===== src/design/slcd_pkg.sv =====
package slcd_pkg;

   // default parameter values
   localparam int CHANNELS_DEF        = 8;
   localparam int MASK_BITS_DEF       = 16;
   localparam int INIT_IDLE_TICKS_DEF = 100;

   // fixed field widths
   localparam int LATCH_W    = 8;
   localparam int MASK_W     = 16;
   localparam int TICK_W     = 20;
   localparam int CFG_DATA_W = 20;
   localparam int CFG_IDX_W  = 3;

   // actions
   localparam logic [1:0] ACT_TICK  = 2'd0;
   localparam logic [1:0] ACT_INIT  = 2'd1;
   localparam logic [1:0] ACT_APPLY = 2'd2;
   localparam logic [1:0] ACT_FORCE = 2'd3;

   // error codes
   localparam logic [2:0] ERR_OK        = 3'd0;
   localparam logic [2:0] ERR_NOT_READY = 3'd1;
   localparam logic [2:0] ERR_SAFE      = 3'd2;
   localparam logic [2:0] ERR_CHANNEL   = 3'd3;
   localparam logic [2:0] ERR_BUSY      = 3'd4;

   // register indexes
   localparam logic [CFG_IDX_W-1:0] CFG_CLOCK_HALF  = 3'd0;
   localparam logic [CFG_IDX_W-1:0] CFG_DATA_SETUP  = 3'd1;
   localparam logic [CFG_IDX_W-1:0] CFG_LATCH_SETUP = 3'd2;
   localparam logic [CFG_IDX_W-1:0] CFG_LATCH_PULSE = 3'd3;
   localparam logic [CFG_IDX_W-1:0] CFG_CLEAR_PULSE = 3'd4;
   localparam logic [CFG_IDX_W-1:0] CFG_BREAK_MAKE  = 3'd5;

   typedef enum logic [4:0] {
      PH_IDLE, PH_INIT_IDLE, PH_CLR_HI1, PH_CLR_LO, PH_CLR_HI2,
      PH_L_SETUP, PH_S_CLKLOW, PH_S_DATA, PH_CK_LO, PH_CK_HI, PH_CK_LO2,
      PH_S_DATA_END, PH_L_PRE, PH_L_LOW, PH_L_HIGH, PH_L_LOW2, PH_BREAK
   } phase_type;

   typedef enum logic [2:0] {
      KIND_NONE, KIND_INIT, KIND_APPLY_OFF, KIND_APPLY_ON, KIND_FORCE
   } kind_type;

   typedef struct packed {
      logic [1:0]  action;
      logic [7:0]  channel;
      logic [15:0] mask;
      logic        safe_state_active;
   } req_type;

   typedef struct packed {
      logic        serial_data;
      logic        shift_clock;
      logic        clear_n;
      logic [7:0]  latch_lines;
      logic        busy_res;
      logic        done_res;
      logic [2:0]  error_code;
      logic        outputs_safe;
      logic [15:0] readback_mask;
      logic [31:0] readback_count;
   } rsp_type;

   typedef struct packed {
      logic [7:0]        clock_half;
      logic [7:0]        data_setup;
      logic [7:0]        latch_setup;
      logic [7:0]        latch_pulse;
      logic [7:0]        clear_pulse;
      logic [TICK_W-1:0] break_make;
   } cfg_type;

   typedef struct packed {
      logic               data;
      logic               clk;
      logic               clr;
      logic [LATCH_W-1:0] latch;
   } pins_type;

   localparam pins_type PINS_IDLE = '{data: 1'b0, clk: 1'b0, clr: 1'b1, latch: '0};

   // write into the per-channel record
   typedef struct packed {
      logic              en;
      logic [2:0]        chan;
      logic [MASK_W-1:0] mask;
      logic              count_inc;
   } rec_wr_type;

   // status of one tick
   typedef struct packed {
      pins_type   pins;
      logic       busy;
      logic       done;
      logic [2:0] err;
      logic       safe;
   } step_type;

   // segment length minus one, a zero count taken as one tick
   function automatic logic [TICK_W-1:0] ticks_m1(input logic [TICK_W-1:0] v);
      return (v == '0) ? '0 : v - 1'b1;
   endfunction

endpackage


===== src/design/shift_latch_channel_driver_core.sv =====
// response: registered, shown in the cycle after its request tick is accepted
// throughput: one tick per cycle; a request is taken while the response
//   register is empty or being drained in the same cycle
// reset: synchronous, active high; sequencer idle with clear_n high and the
//   other pins low, ready and safe flags low, channel records zero
module shift_latch_channel_driver_core
   import slcd_pkg::*;
#(
   parameter int CHANNELS        = CHANNELS_DEF,
   parameter int MASK_BITS       = MASK_BITS_DEF,
   parameter int INIT_IDLE_TICKS = INIT_IDLE_TICKS_DEF
) (
   input  logic                  clock,
   input  logic                  reset,
   input  logic                  req_valid,
   output logic                  req_ready,
   input  req_type               req_data,
   output logic                  rsp_valid,
   input  logic                  rsp_ready,
   output rsp_type               rsp_data,
   input  logic                  csr_we,
   input  logic [CFG_IDX_W-1:0]  csr_index,
   input  logic [CFG_DATA_W-1:0] csr_wdata
);

   cfg_type           cfg_ff;
   rec_wr_type        rec_wr;
   step_type          step;
   logic              accept;
   logic [MASK_W-1:0] rd_mask;
   logic [31:0]       rd_count;
   logic              rsp_valid_ff, rsp_valid_in;
   rsp_type           rsp_data_ff, rsp_data_in;

   assign req_ready = !rsp_valid_ff || rsp_ready;
   assign accept    = req_valid && req_ready;

   // timing registers
   always_ff @(posedge clock) begin
      if (reset) begin
         cfg_ff.clock_half  <= 8'd1;
         cfg_ff.data_setup  <= 8'd1;
         cfg_ff.latch_setup <= 8'd1;
         cfg_ff.latch_pulse <= 8'd1;
         cfg_ff.clear_pulse <= 8'd1;
         cfg_ff.break_make  <= TICK_W'(1000);
      end else if (csr_we) begin
         case (csr_index)
            CFG_CLOCK_HALF:  cfg_ff.clock_half  <= csr_wdata[7:0];
            CFG_DATA_SETUP:  cfg_ff.data_setup  <= csr_wdata[7:0];
            CFG_LATCH_SETUP: cfg_ff.latch_setup <= csr_wdata[7:0];
            CFG_LATCH_PULSE: cfg_ff.latch_pulse <= csr_wdata[7:0];
            CFG_CLEAR_PULSE: cfg_ff.clear_pulse <= csr_wdata[7:0];
            CFG_BREAK_MAKE:  cfg_ff.break_make  <= csr_wdata[TICK_W-1:0];
            default: begin
            end
         endcase
      end
   end

   slcd_sequencer #(
      .CHANNELS        (CHANNELS),
      .MASK_BITS       (MASK_BITS),
      .INIT_IDLE_TICKS (INIT_IDLE_TICKS)
   ) u_sequencer (
      .clock   (clock),
      .reset   (reset),
      .step_en (accept),
      .item    (req_data),
      .cfg     (cfg_ff),
      .rec_wr  (rec_wr),
      .step    (step)
   );

   slcd_record #(
      .CHANNELS (CHANNELS)
   ) u_record (
      .clock      (clock),
      .reset      (reset),
      .step_en    (accept),
      .rec_wr     (rec_wr),
      .rd_channel (req_data.channel),
      .rd_mask    (rd_mask),
      .rd_count   (rd_count)
   );

   // response contents
   always_comb begin
      rsp_data_in.serial_data    = step.pins.data;
      rsp_data_in.shift_clock    = step.pins.clk;
      rsp_data_in.clear_n        = step.pins.clr;
      rsp_data_in.latch_lines    = step.pins.latch;
      rsp_data_in.busy_res       = step.busy;
      rsp_data_in.done_res       = step.done;
      rsp_data_in.error_code     = step.err;
      rsp_data_in.outputs_safe   = step.safe;
      rsp_data_in.readback_mask  = rd_mask;
      rsp_data_in.readback_count = rd_count;
   end

   assign rsp_valid_in = accept || (rsp_valid_ff && !rsp_ready);

   // response register
   always_ff @(posedge clock) begin
      if (reset) begin
         rsp_valid_ff <= 1'b0;
      end else begin
         rsp_valid_ff <= rsp_valid_in;
      end
   end

   always_ff @(posedge clock) begin
      if (accept) begin
         rsp_data_ff <= rsp_data_in;
      end
   end

   assign rsp_valid = rsp_valid_ff;
   assign rsp_data  = rsp_data_ff;

endmodule


===== src/design/slcd_sequencer.sv =====
module slcd_sequencer
   import slcd_pkg::*;
#(
   parameter int CHANNELS        = CHANNELS_DEF,
   parameter int MASK_BITS       = MASK_BITS_DEF,
   parameter int INIT_IDLE_TICKS = INIT_IDLE_TICKS_DEF
) (
   input  logic       clock,
   input  logic       reset,
   input  logic       step_en,
   input  req_type    item,
   input  cfg_type    cfg,
   output rec_wr_type rec_wr,
   output step_type   step
);

   phase_type         phase_ff, phase_in;
   kind_type          kind_ff, kind_in;
   logic [TICK_W-1:0] tick_ff, tick_in;
   logic [4:0]        bit_ff, bit_in;
   logic [2:0]        chan_ff, chan_in;
   logic [MASK_W-1:0] work_ff, work_in;
   logic [MASK_W-1:0] pend_ff, pend_in;
   logic              ready_ff, ready_in;
   logic              safe_ff, safe_in;
   pins_type          pins_ff, pins_in;

   logic              enter_en;
   phase_type         enter_ph;
   logic              finish;
   logic [2:0]        err;
   logic [4:0]        bit_next;
   logic [3:0]        chan_next;

   assign bit_next  = bit_ff + 5'd1;
   assign chan_next = {1'b0, chan_ff} + 4'd1;

   // one tick of the pin sequencer
   always_comb begin
      phase_in = phase_ff;
      kind_in  = kind_ff;
      tick_in  = tick_ff;
      bit_in   = bit_ff;
      chan_in  = chan_ff;
      work_in  = work_ff;
      pend_in  = pend_ff;
      ready_in = ready_ff;
      safe_in  = safe_ff;
      pins_in  = pins_ff;
      enter_en = 1'b0;
      enter_ph = PH_IDLE;
      finish   = 1'b0;
      err      = ERR_OK;
      rec_wr   = '0;

      if (phase_ff != PH_IDLE) begin
         if (item.action != ACT_TICK) begin
            err = ERR_BUSY;
         end
         if (tick_ff != '0) begin
            tick_in = tick_ff - 1'b1;
         end else begin
            // segment over, move on
            case (phase_ff)
               PH_INIT_IDLE: begin
                  enter_en = 1'b1; enter_ph = PH_CLR_HI1;
               end
               PH_CLR_HI1: begin
                  enter_en = 1'b1; enter_ph = PH_CLR_LO;
               end
               PH_CLR_LO: begin
                  enter_en = 1'b1; enter_ph = PH_CLR_HI2;
               end
               PH_CLR_HI2: begin
                  if (kind_ff == KIND_FORCE) begin
                     chan_in  = '0;
                     work_in  = '0;
                     enter_en = 1'b1; enter_ph = PH_L_SETUP;
                  end else begin
                     ready_in = 1'b1;
                     finish   = 1'b1;
                  end
               end
               PH_L_SETUP: begin
                  enter_en = 1'b1; enter_ph = PH_S_CLKLOW;
               end
               PH_S_CLKLOW: begin
                  bit_in   = '0;
                  enter_en = 1'b1; enter_ph = PH_S_DATA;
               end
               PH_S_DATA: begin
                  enter_en = 1'b1; enter_ph = PH_CK_LO;
               end
               PH_CK_LO: begin
                  enter_en = 1'b1; enter_ph = PH_CK_HI;
               end
               PH_CK_HI: begin
                  enter_en = 1'b1; enter_ph = PH_CK_LO2;
               end
               PH_CK_LO2: begin
                  bit_in   = bit_next;
                  enter_en = 1'b1;
                  enter_ph = (bit_next < 5'(MASK_BITS)) ? PH_S_DATA : PH_S_DATA_END;
               end
               PH_S_DATA_END: begin
                  enter_en = 1'b1; enter_ph = PH_L_PRE;
               end
               PH_L_PRE: begin
                  enter_en = 1'b1; enter_ph = PH_L_LOW;
               end
               PH_L_LOW: begin
                  enter_en = 1'b1; enter_ph = PH_L_HIGH;
               end
               PH_L_HIGH: begin
                  enter_en = 1'b1; enter_ph = PH_L_LOW2;
               end
               PH_L_LOW2: begin
                  // latch finished: record the mask, then pick what follows
                  rec_wr.en   = 1'b1;
                  rec_wr.chan = chan_ff;
                  rec_wr.mask = work_ff;
                  if (kind_ff == KIND_APPLY_OFF) begin
                     if (cfg.break_make != '0) begin
                        enter_en = 1'b1; enter_ph = PH_BREAK;
                     end else begin
                        kind_in  = KIND_APPLY_ON;
                        work_in  = pend_ff;
                        enter_en = 1'b1; enter_ph = PH_L_SETUP;
                     end
                  end else if (kind_ff == KIND_APPLY_ON) begin
                     rec_wr.count_inc = 1'b1;
                     safe_in = 1'b1;
                     finish  = 1'b1;
                  end else if (kind_ff == KIND_FORCE && chan_next < 4'(CHANNELS)) begin
                     chan_in  = chan_next[2:0];
                     work_in  = '0;
                     enter_en = 1'b1; enter_ph = PH_L_SETUP;
                  end else begin
                     safe_in = 1'b1;
                     finish  = 1'b1;
                  end
               end
               PH_BREAK: begin
                  kind_in  = KIND_APPLY_ON;
                  work_in  = pend_ff;
                  enter_en = 1'b1; enter_ph = PH_L_SETUP;
               end
               default: begin
                  finish = 1'b1;
               end
            endcase
         end
      end else begin
         // idle: start a command
         case (item.action)
            ACT_INIT: begin
               kind_in  = KIND_INIT;
               enter_en = 1'b1; enter_ph = PH_INIT_IDLE;
            end
            ACT_APPLY: begin
               if (!ready_ff) begin
                  err = ERR_NOT_READY;
               end else if (item.safe_state_active) begin
                  err = ERR_SAFE;
               end else if (item.channel >= 8'(CHANNELS)) begin
                  err = ERR_CHANNEL;
               end else begin
                  safe_in  = 1'b0;
                  kind_in  = KIND_APPLY_OFF;
                  pend_in  = item.mask;
                  chan_in  = item.channel[2:0];
                  work_in  = '0;
                  enter_en = 1'b1; enter_ph = PH_L_SETUP;
               end
            end
            ACT_FORCE: begin
               safe_in = 1'b0;
               if (!ready_ff) begin
                  err = ERR_NOT_READY;
               end else begin
                  kind_in      = KIND_FORCE;
                  pins_in.data = 1'b0;
                  pins_in.clk  = 1'b0;
                  enter_en = 1'b1; enter_ph = PH_CLR_HI1;
               end
            end
            default: begin
            end
         endcase
      end

      // sequence end: pins back to rest
      if (finish) begin
         phase_in = PH_IDLE;
         kind_in  = KIND_NONE;
         tick_in  = '0;
         pins_in  = PINS_IDLE;
      end

      // segment entry: pin change and segment length
      if (enter_en) begin
         phase_in = enter_ph;
         case (enter_ph)
            PH_INIT_IDLE: begin
               pins_in = PINS_IDLE;
               tick_in = TICK_W'(INIT_IDLE_TICKS - 1);
            end
            PH_CLR_HI1, PH_CLR_HI2: begin
               pins_in.clr = 1'b1;
               tick_in = ticks_m1(TICK_W'(cfg.clear_pulse));
            end
            PH_CLR_LO: begin
               pins_in.clr = 1'b0;
               tick_in = ticks_m1(TICK_W'(cfg.clear_pulse));
            end
            PH_L_SETUP: begin
               pins_in.data           = 1'b0;
               pins_in.clk            = 1'b0;
               pins_in.latch[chan_in] = 1'b0;
               tick_in = ticks_m1(TICK_W'(cfg.latch_setup));
            end
            PH_S_CLKLOW, PH_CK_LO, PH_CK_LO2: begin
               pins_in.clk = 1'b0;
               tick_in = ticks_m1(TICK_W'(cfg.clock_half));
            end
            PH_CK_HI: begin
               pins_in.clk = 1'b1;
               tick_in = ticks_m1(TICK_W'(cfg.clock_half));
            end
            PH_S_DATA: begin
               pins_in.data = work_in[bit_in[3:0]];
               tick_in = ticks_m1(TICK_W'(cfg.data_setup));
            end
            PH_S_DATA_END: begin
               pins_in.data = 1'b0;
               tick_in = ticks_m1(TICK_W'(cfg.data_setup));
            end
            PH_L_PRE: begin
               tick_in = ticks_m1(TICK_W'(cfg.latch_setup));
            end
            PH_L_LOW, PH_L_LOW2: begin
               pins_in.latch[chan_in] = 1'b0;
               tick_in = ticks_m1(TICK_W'(cfg.latch_setup));
            end
            PH_L_HIGH: begin
               pins_in.latch[chan_in] = 1'b1;
               tick_in = ticks_m1(TICK_W'(cfg.latch_pulse));
            end
            PH_BREAK: begin
               tick_in = ticks_m1(cfg.break_make);
            end
            default: begin
               tick_in = '0;
            end
         endcase
      end
   end

   // status of this tick
   always_comb begin
      step.pins = pins_in;
      step.busy = (phase_in != PH_IDLE);
      step.done = finish;
      step.err  = err;
      step.safe = safe_in;
   end

   // sequencer state
   always_ff @(posedge clock) begin
      if (reset) begin
         phase_ff <= PH_IDLE;
         kind_ff  <= KIND_NONE;
         tick_ff  <= '0;
         bit_ff   <= '0;
         chan_ff  <= '0;
         work_ff  <= '0;
         pend_ff  <= '0;
         ready_ff <= 1'b0;
         safe_ff  <= 1'b0;
         pins_ff  <= PINS_IDLE;
      end else if (step_en) begin
         phase_ff <= phase_in;
         kind_ff  <= kind_in;
         tick_ff  <= tick_in;
         bit_ff   <= bit_in;
         chan_ff  <= chan_in;
         work_ff  <= work_in;
         pend_ff  <= pend_in;
         ready_ff <= ready_in;
         safe_ff  <= safe_in;
         pins_ff  <= pins_in;
      end
   end

endmodule


===== src/design/slcd_record.sv =====
module slcd_record
   import slcd_pkg::*;
#(
   parameter int CHANNELS = CHANNELS_DEF
) (
   input  logic              clock,
   input  logic              reset,
   input  logic              step_en,
   input  rec_wr_type        rec_wr,
   input  logic [7:0]        rd_channel,
   output logic [MASK_W-1:0] rd_mask,
   output logic [31:0]       rd_count
);

   localparam int IDX_W = (CHANNELS > 1) ? $clog2(CHANNELS) : 1;

   logic [MASK_W-1:0] masks_ff [CHANNELS];
   logic [31:0]       counts_ff [CHANNELS];

   logic [IDX_W-1:0]  wr_idx;
   logic [IDX_W-1:0]  rd_idx;
   logic              rd_ok;
   logic              wr_hit;
   logic [31:0]       count_new;

   assign wr_idx    = rec_wr.chan[IDX_W-1:0];
   assign rd_idx    = rd_channel[IDX_W-1:0];
   assign rd_ok     = rd_channel < 8'(CHANNELS);
   assign wr_hit    = rec_wr.en && (wr_idx == rd_idx);
   assign count_new = counts_ff[wr_idx] + 32'd1;

   // readback sees the write of the same tick
   always_comb begin
      rd_mask  = '0;
      rd_count = '0;
      if (rd_ok) begin
         rd_mask  = wr_hit ? rec_wr.mask : masks_ff[rd_idx];
         rd_count = (wr_hit && rec_wr.count_inc) ? count_new : counts_ff[rd_idx];
      end
   end

   // per-channel mask and apply count
   always_ff @(posedge clock) begin
      if (reset) begin
         for (int i = 0; i < CHANNELS; i++) begin
            masks_ff[i]  <= '0;
            counts_ff[i] <= '0;
         end
      end else if (step_en && rec_wr.en) begin
         masks_ff[wr_idx] <= rec_wr.mask;
         if (rec_wr.count_inc) begin
            counts_ff[wr_idx] <= count_new;
         end
      end
   end

endmodule


===== config.mk =====
export PLATFORM = sky130hd
export DESIGN_NAME = shift_latch_channel_driver_core
export DESIGN_NICKNAME = d
export VERILOG_FILES = /design/src/design/slcd_pkg.sv /design/src/design/shift_latch_channel_driver_core.sv /design/src/design/slcd_sequencer.sv /design/src/design/slcd_record.sv
export SDC_FILE = /design/constraint.sdc
export NUM_CORES = 1
export LEC_CHECK = 0
export BUFFER_PORTS_ARGS = -buffer_cell sky130_fd_sc_hd__clkbuf_2
export CAP_MARGIN = 10
export CORE_MARGIN = 2
export CORE_UTILIZATION = 47
export CTS_CLUSTER_SIZE = 12
export DETAILED_ROUTE_END_ITERATION = 8
export GPL_ROUTABILITY_DRIVEN = 0
export PLACE_DENSITY = 0.66
export SLEW_MARGIN = 25
export SYNTH_ARGS = -nofsm -noshare
export SYNTH_HDL_FRONTEND = slang
export SYNTH_HIERARCHICAL = 1
export SYNTH_SLANG_ARGS = --single-unit

===== constraint.sdc =====
create_clock -name clock -period 5.5 [get_ports clock]
set_clock_uncertainty 0.05 [all_clocks]
set_input_delay 1.1 -clock clock [delete_from_list [all_inputs] [get_ports clock]]
set_output_delay 1.1 -clock clock [all_outputs]
set_load 0.05 [all_outputs]

Word level (Yosys, flattened, before mapping)
Memories as Yosys holds them, arrays and structs flattened.
Cells that the tools add are included.
{"block": "op_classes", "add_sub_neg": 10, "magnitude_cmp": 7, "n_eq_ne": 52, "n_mux": 135, "bitwise_logic": 8, "n_reduce_logical": 49}
{"cell": "$mux W16", "count": 13}
{"cell": "$mux W20", "count": 10}
{"cell": "$pmux W20 S7", "count": 1}
{"cell": "$mux W3", "count": 28}
{"cell": "$eq A5 B4 Y1 const B", "count": 16}
{"cell": "$pmux W5 S16", "count": 1}
{"cell": "$mux W32", "count": 2}
{"cell": "$mux W21", "count": 3}
{"cell": "$pmux W16 S3", "count": 1}
{"cell": "$mux W5", "count": 9}
{"cell": "$sub A8 B1 Y9 const B", "count": 5}
{"cell": "$mux W1", "count": 41}
{"cell": "$eq A5 B3 Y1 const B", "count": 8}
{"cell": "$logic_not A8 Y1", "count": 5}
{"cell": "$reduce_bool A20 Y1", "count": 2}
{"cell": "$sub A20 B1 Y20 const B", "count": 2}
{"cell": "$add A32 B1 Y32 const B", "count": 1}
{"cell": "$reduce_or A32 Y1", "count": 1}
{"cell": "$pmux W8 S3", "count": 1}
{"cell": "$mux W11", "count": 2}
{"cell": "$eq A5 B2 Y1 const B", "count": 4}
{"cell": "$logic_not A20 Y1", "count": 1}
{"cell": "$pmux W3 S2", "count": 3}
{"cell": "$reduce_or A16 Y1", "count": 1}
{"cell": "other kinds (52)", "count": 100}
{"block": "totals", "register_bits": 207, "ram_bits": 384, "in_bits": 55, "out_inout_bits": 67, "wordCells": 294, "memories": 2}
{"name": "u_record.counts_ff", "words": 8, "word_bits": 32, "read_ports": 2, "rd_ports_with_merged_regs": 0, "write_ports": 8, "line": "slcd_record.sv:18", "rtl": "logic [31:0] counts_ff [CHANNELS];"}
{"name": "u_record.masks_ff", "words": 8, "word_bits": 16, "read_ports": 1, "rd_ports_with_merged_regs": 0, "write_ports": 8, "line": "slcd_record.sv:17", "rtl": "logic [MASK_W-1:0] masks_ff [CHANNELS];"}

Logic depth before layout (Yosys ltp)
{"block": "depth", "ltp_word": 17, "depth_mapped": 22, "depth_no_buf": 15}

Cells and area by module
Netlist, hierarchy kept.
{"mod": "slcd_record", "instances": 1, "cells_per_inst": 1456, "area_per_inst_um2": 20707.4, "seq_area_each_um2": 11531.1}
{"mod": "slcd_sequencer", "instances": 1, "cells_per_inst": 926, "area_per_inst_um2": 6638.9, "seq_area_each_um2": 1621.6}
{"mod": "shift_latch_channel_driver_core", "instances": 1, "cells_per_inst": 301, "area_per_inst_um2": 4450.5, "seq_area_each_um2": 3173.0}

Worst setup path after synthesis
Ideal clock, no wire load.
{"block": "synth_path", "path_type": "input -> register", "startpoint": "input port rsp_ready", "endpoint": "memory u_record.counts_ff[0][0], enable pin", "setup_ns": 0.389, "t_arrival_ns": 5.363, "t_required_ns": 5.061, "setup_slack_ns": -0.303, "path_stages": 7, "n_path_buf": 1, "path_cell_list": "nand2b_1 and2_1 nand4_1 nor3_1 nand2_1 clkbuf_1 nand2_1"}
{"item": "start: declaration", "line": "shift_latch_channel_driver_core.sv:19", "rtl": "input logic rsp_ready,"}
{"item": "end: declaration", "line": "slcd_record.sv:18"}

==> key figures <==
Synth
  • Top-count cell post-synth: edfxtp_1
  • Cells after Synth: 2683
  • Avg Cell Area, Syn: 11.9 um^2
  • Unique masters post-synth: 118
  • Post-synth top area share: 0.424
  • #FFs+latches synth: 591
  • Synth top area cells: edfxtp_1 42%, dfxtp_1 8.9%, mux4_2 8.1%
  • Syn. warnings: 6
  • Syn nets: 2749
  • Post-synth top cells: 449 x edfxtp_1, 427 x nor2_1, 173 x nand2_1, 159 x and2_1, 142 x dfxtp_1
  • Most used DFF post-synth: edfxtp_1
  • Synth Cell Area: 31800 um^2
  • EDFF count, synth: 449
  • Post-synth top area cell: edfxtp_1
  • Sequential share of the synthesized area: 0.513
  • Post-synth ARST share: 0

Worst setup path
  • Critical path class: register to register
  • WP data arrival: 5.60 ns
  • Worst R2R End: u_record/counts_ff[7][23]
  • R2r startpoint: u_sequencer/tick_ff[2]
  • Worst R2R Setup Slack: 0.18 ns
  • Critical Path Fanout Max: 18
  • WP data required: 5.78 ns
  • CP Capture Type: register
  • R2R cell count: 13
  • Crit start category: register

GRT
  • Initial antenna violation count: 2
  • First-pass GRT wire length: 133000 um
  • Vias in the first global route: 22959
  • All-Layer GR Usage: 0.249
  • Largest net degree at the start of global routing: 105
  • Grt ovf: 0

Power and ir drop
  • Sequential share of power: 0.486
  • Sw Ratio: 0.247
  • Sw power: 2.59 mW
  • Leak: 12.5 nW
  • Total Power: 10.5 mW
  • Maximum vdd drop: 0.219 mV
  • Power per cell area: 297 nW/um^2
  • Internal power: 7.91 mW
  • Comb power frac: 0.104
  • Clock power share: 0.410

Clock network
  • Clock sinks: 591
  • CTS Buf Count: 67
  • Max H-tree Level: 3
  • CTS Root Cell: clkbuf_16
  • # resized after CTS: 0
  • CTS Buffer Depth: 3
  • Clk_lat worst skew: 0.62 ns
  • Hold_buf cts: 0
  • Clock slew at reported path FFs: 0.06 ns
  • CTS tree: done
  • Setup bufs post-CTS: 0

Place
  • Placed Cells: 3585
  • Setup WS pre-CTS: 0.0604 ns
  • Detailed Place HPWL: 56000 um
  • Port Buf Inserts: 121

Timing
  • Setup tns final: 0 ns
  • Min Hold Slack: 0.419 ns
  • Worst slew pin tran: 1.01 ns
  • Post-route minimum period: 5.32 ns
  • Tcrit/Tclk final: 0.967
  • Unrepaired setup endpoints after global routing: no
  • Final worst slack: 0.179 ns
  • Final setup viols: 0
  • Max Slew Vio Count: 0
  • Final hold vios: 0
  • Worst slew margin: 0.328
  • Fmax: 188 MHz

Hold path
  • Hold Crit Start: u_sequencer/pend_ff[14]
  • Hold-critical path endpoint: u_sequencer/pend_ff[14]
  • Hold crit path type: register to register
  • Hold depth: 2

Final layout
  • Filler cells: 5782
  • Post-synthesis to final-layout area growth: 11.2%
  • Final cell count without fillers: 3700
  • Nets: 2848
  • Layout cells sized above 1: 0.191

Routing
  • Avg WL per Cell: 23.8 um
  • Post-DRT Antenna Nets: 0
  • Drt total wl: 88000 um
  • Drt drc: 0
  • Routed vias/inst: 6.13
  • Detailed Routing Iterations Pass 1: 5
  • Detailed-route via count: 22683
  • Starting DRT DRC Count: 2140

Floorplanning
  • Die height: 264 um
  • Die area: 69700 um^2
  • Core Region: 67000 um^2
  • Row count: 95
  • Ports: 122
  • Initial core utilization: 0.474
  • Die outline width: 264 um

Status
  • Status: complete, no violations

Flow run
  • Max-Cap Viols: 0
per-stage QoR:
stage / area [um^2] / util
finish: 35400 / 0.527
global route: 35300 / 0.527
CTS: 35300 / 0.527
detailed placement: 33200 / 0.496
global placement: 33200 / 0.496
floorplan: 31800 / -
flip-flops by register name, summed over array words and instances (netlist names), 3 cells and up:
| register | cells |
|---|---|
| u_sequencer/bit_ff | 5 |
| u_sequencer/pend_ff | 16 |
| u_sequencer/tick_ff | 20 |
| u_sequencer/work_ff | 16 |
| u_sequencer/chan_ff | 3 |
| rsp_data | 65 |
| cfg_ff | 60 |
| u_record/masks_ff | 128 |
| u_sequencer/phase_ff | 5 |
| u_record/counts_ff | 256 |
| u_sequencer/pins_ff | 11 |
| u_sequencer/kind_ff | 3 |
worst max path at each step:
stage                       startpoint                         to  slack [ns]  depth (start not counted)
6_report        u_sequencer/tick_ff[2]  u_record/counts_ff[7][23]        0.18                         13
5_1_grt         u_sequencer/tick_ff[2]  u_record/counts_ff[5][24]        0.05                         15
4_1_cts        u_sequencer/tick_ff[11]  u_record/counts_ff[5][25]        0.03                         12
3_5_place_dp   u_sequencer/tick_ff[11]  u_record/counts_ff[5][25]        0.06                         12
3_3_place_gp   u_sequencer/tick_ff[11]  u_record/counts_ff[4][25]        0.22                         12
2_1_floorplan   u_sequencer/tick_ff[2]   u_record/counts_ff[1][0]        0.36                         16
routing by layer:
layer	global-route usage	vias up	part of all wire	routed length, um
met1	0.317	11244	0.39	34600
met2	0.427	1045	0.49	43500
met4	0.0934	2	0.032	2850
met3	0.0427	207	0.080	7060
li1	-	10185	-	-
met5	0	-	0.00014	12
cell usage in the layout, fill, tap and decap left out, types with 43 or more instances in the layout:
cell and instances:
nand2b_1 95, a21oi_1 68, dfxtp_1 142, nand2_1 165
clkbuf_2 118, o21ai_0 49, edfxtp_1 449, nor2_1 425
and2_1 155, clkbuf_16 71, mux4_2 115, a211oi_1 60
xnor2_1 43, buf_4 84, mux2i_1 133
critical path, stage by stage, from the launching register on:
cell and delay (ns):
dfxtp_1 0.36, or4_1 0.61, nor4_2 0.39, and4_2 0.41, buf_4 0.17, and2_2 0.39, nand2_1 0.26, o22ai_1 0.32
a311oi_1 0.15, or4_4 0.71, or2_1 0.44, or4_1 0.49, nand2_2 0.18, nor2_1 0.07
cell type report:
class	instances	area [um^2]	area share
clock inverter	25	229	0.00648
clock buffer	88	1850	0.0524
inverter	30	113	0.00319
sequential	591	16300	0.462
tap	873	1090	0.0309
antenna	1	2.50	0.0000708
timing repair buffer	206	1310	0.0370
multi-input combinational	1886	14400	0.408
kinds of logic (layout without fill, tap and decap cells):
logic type	Yosys count	after routing	share of synthesized area
simple gates	1135	1136	0.187
flops	591	591	0.513
buf+inv	207	349	0.0348
compound gates	354	354	0.0786
xor+xnor	79	79	0.0246
other cells	0	1	0
mux	306	306	0.157
fa+ha+maj	11	11	0.00433
power groups by stage:
stage | combinational, mW | clock, mW | sequential (mW)
global route | 1.17 | 4.56 | 5.12
detailed placement | 1.08 | 0 | 5.20
finish | 1.09 | 4.31 | 5.11
global placement | 1.06 | 0 | 5.18
floorplan | 0.688 | 0 | 5.25
CTS | 1.08 | 4.38 | 5.10
Power figures use the tool's default switching activity.
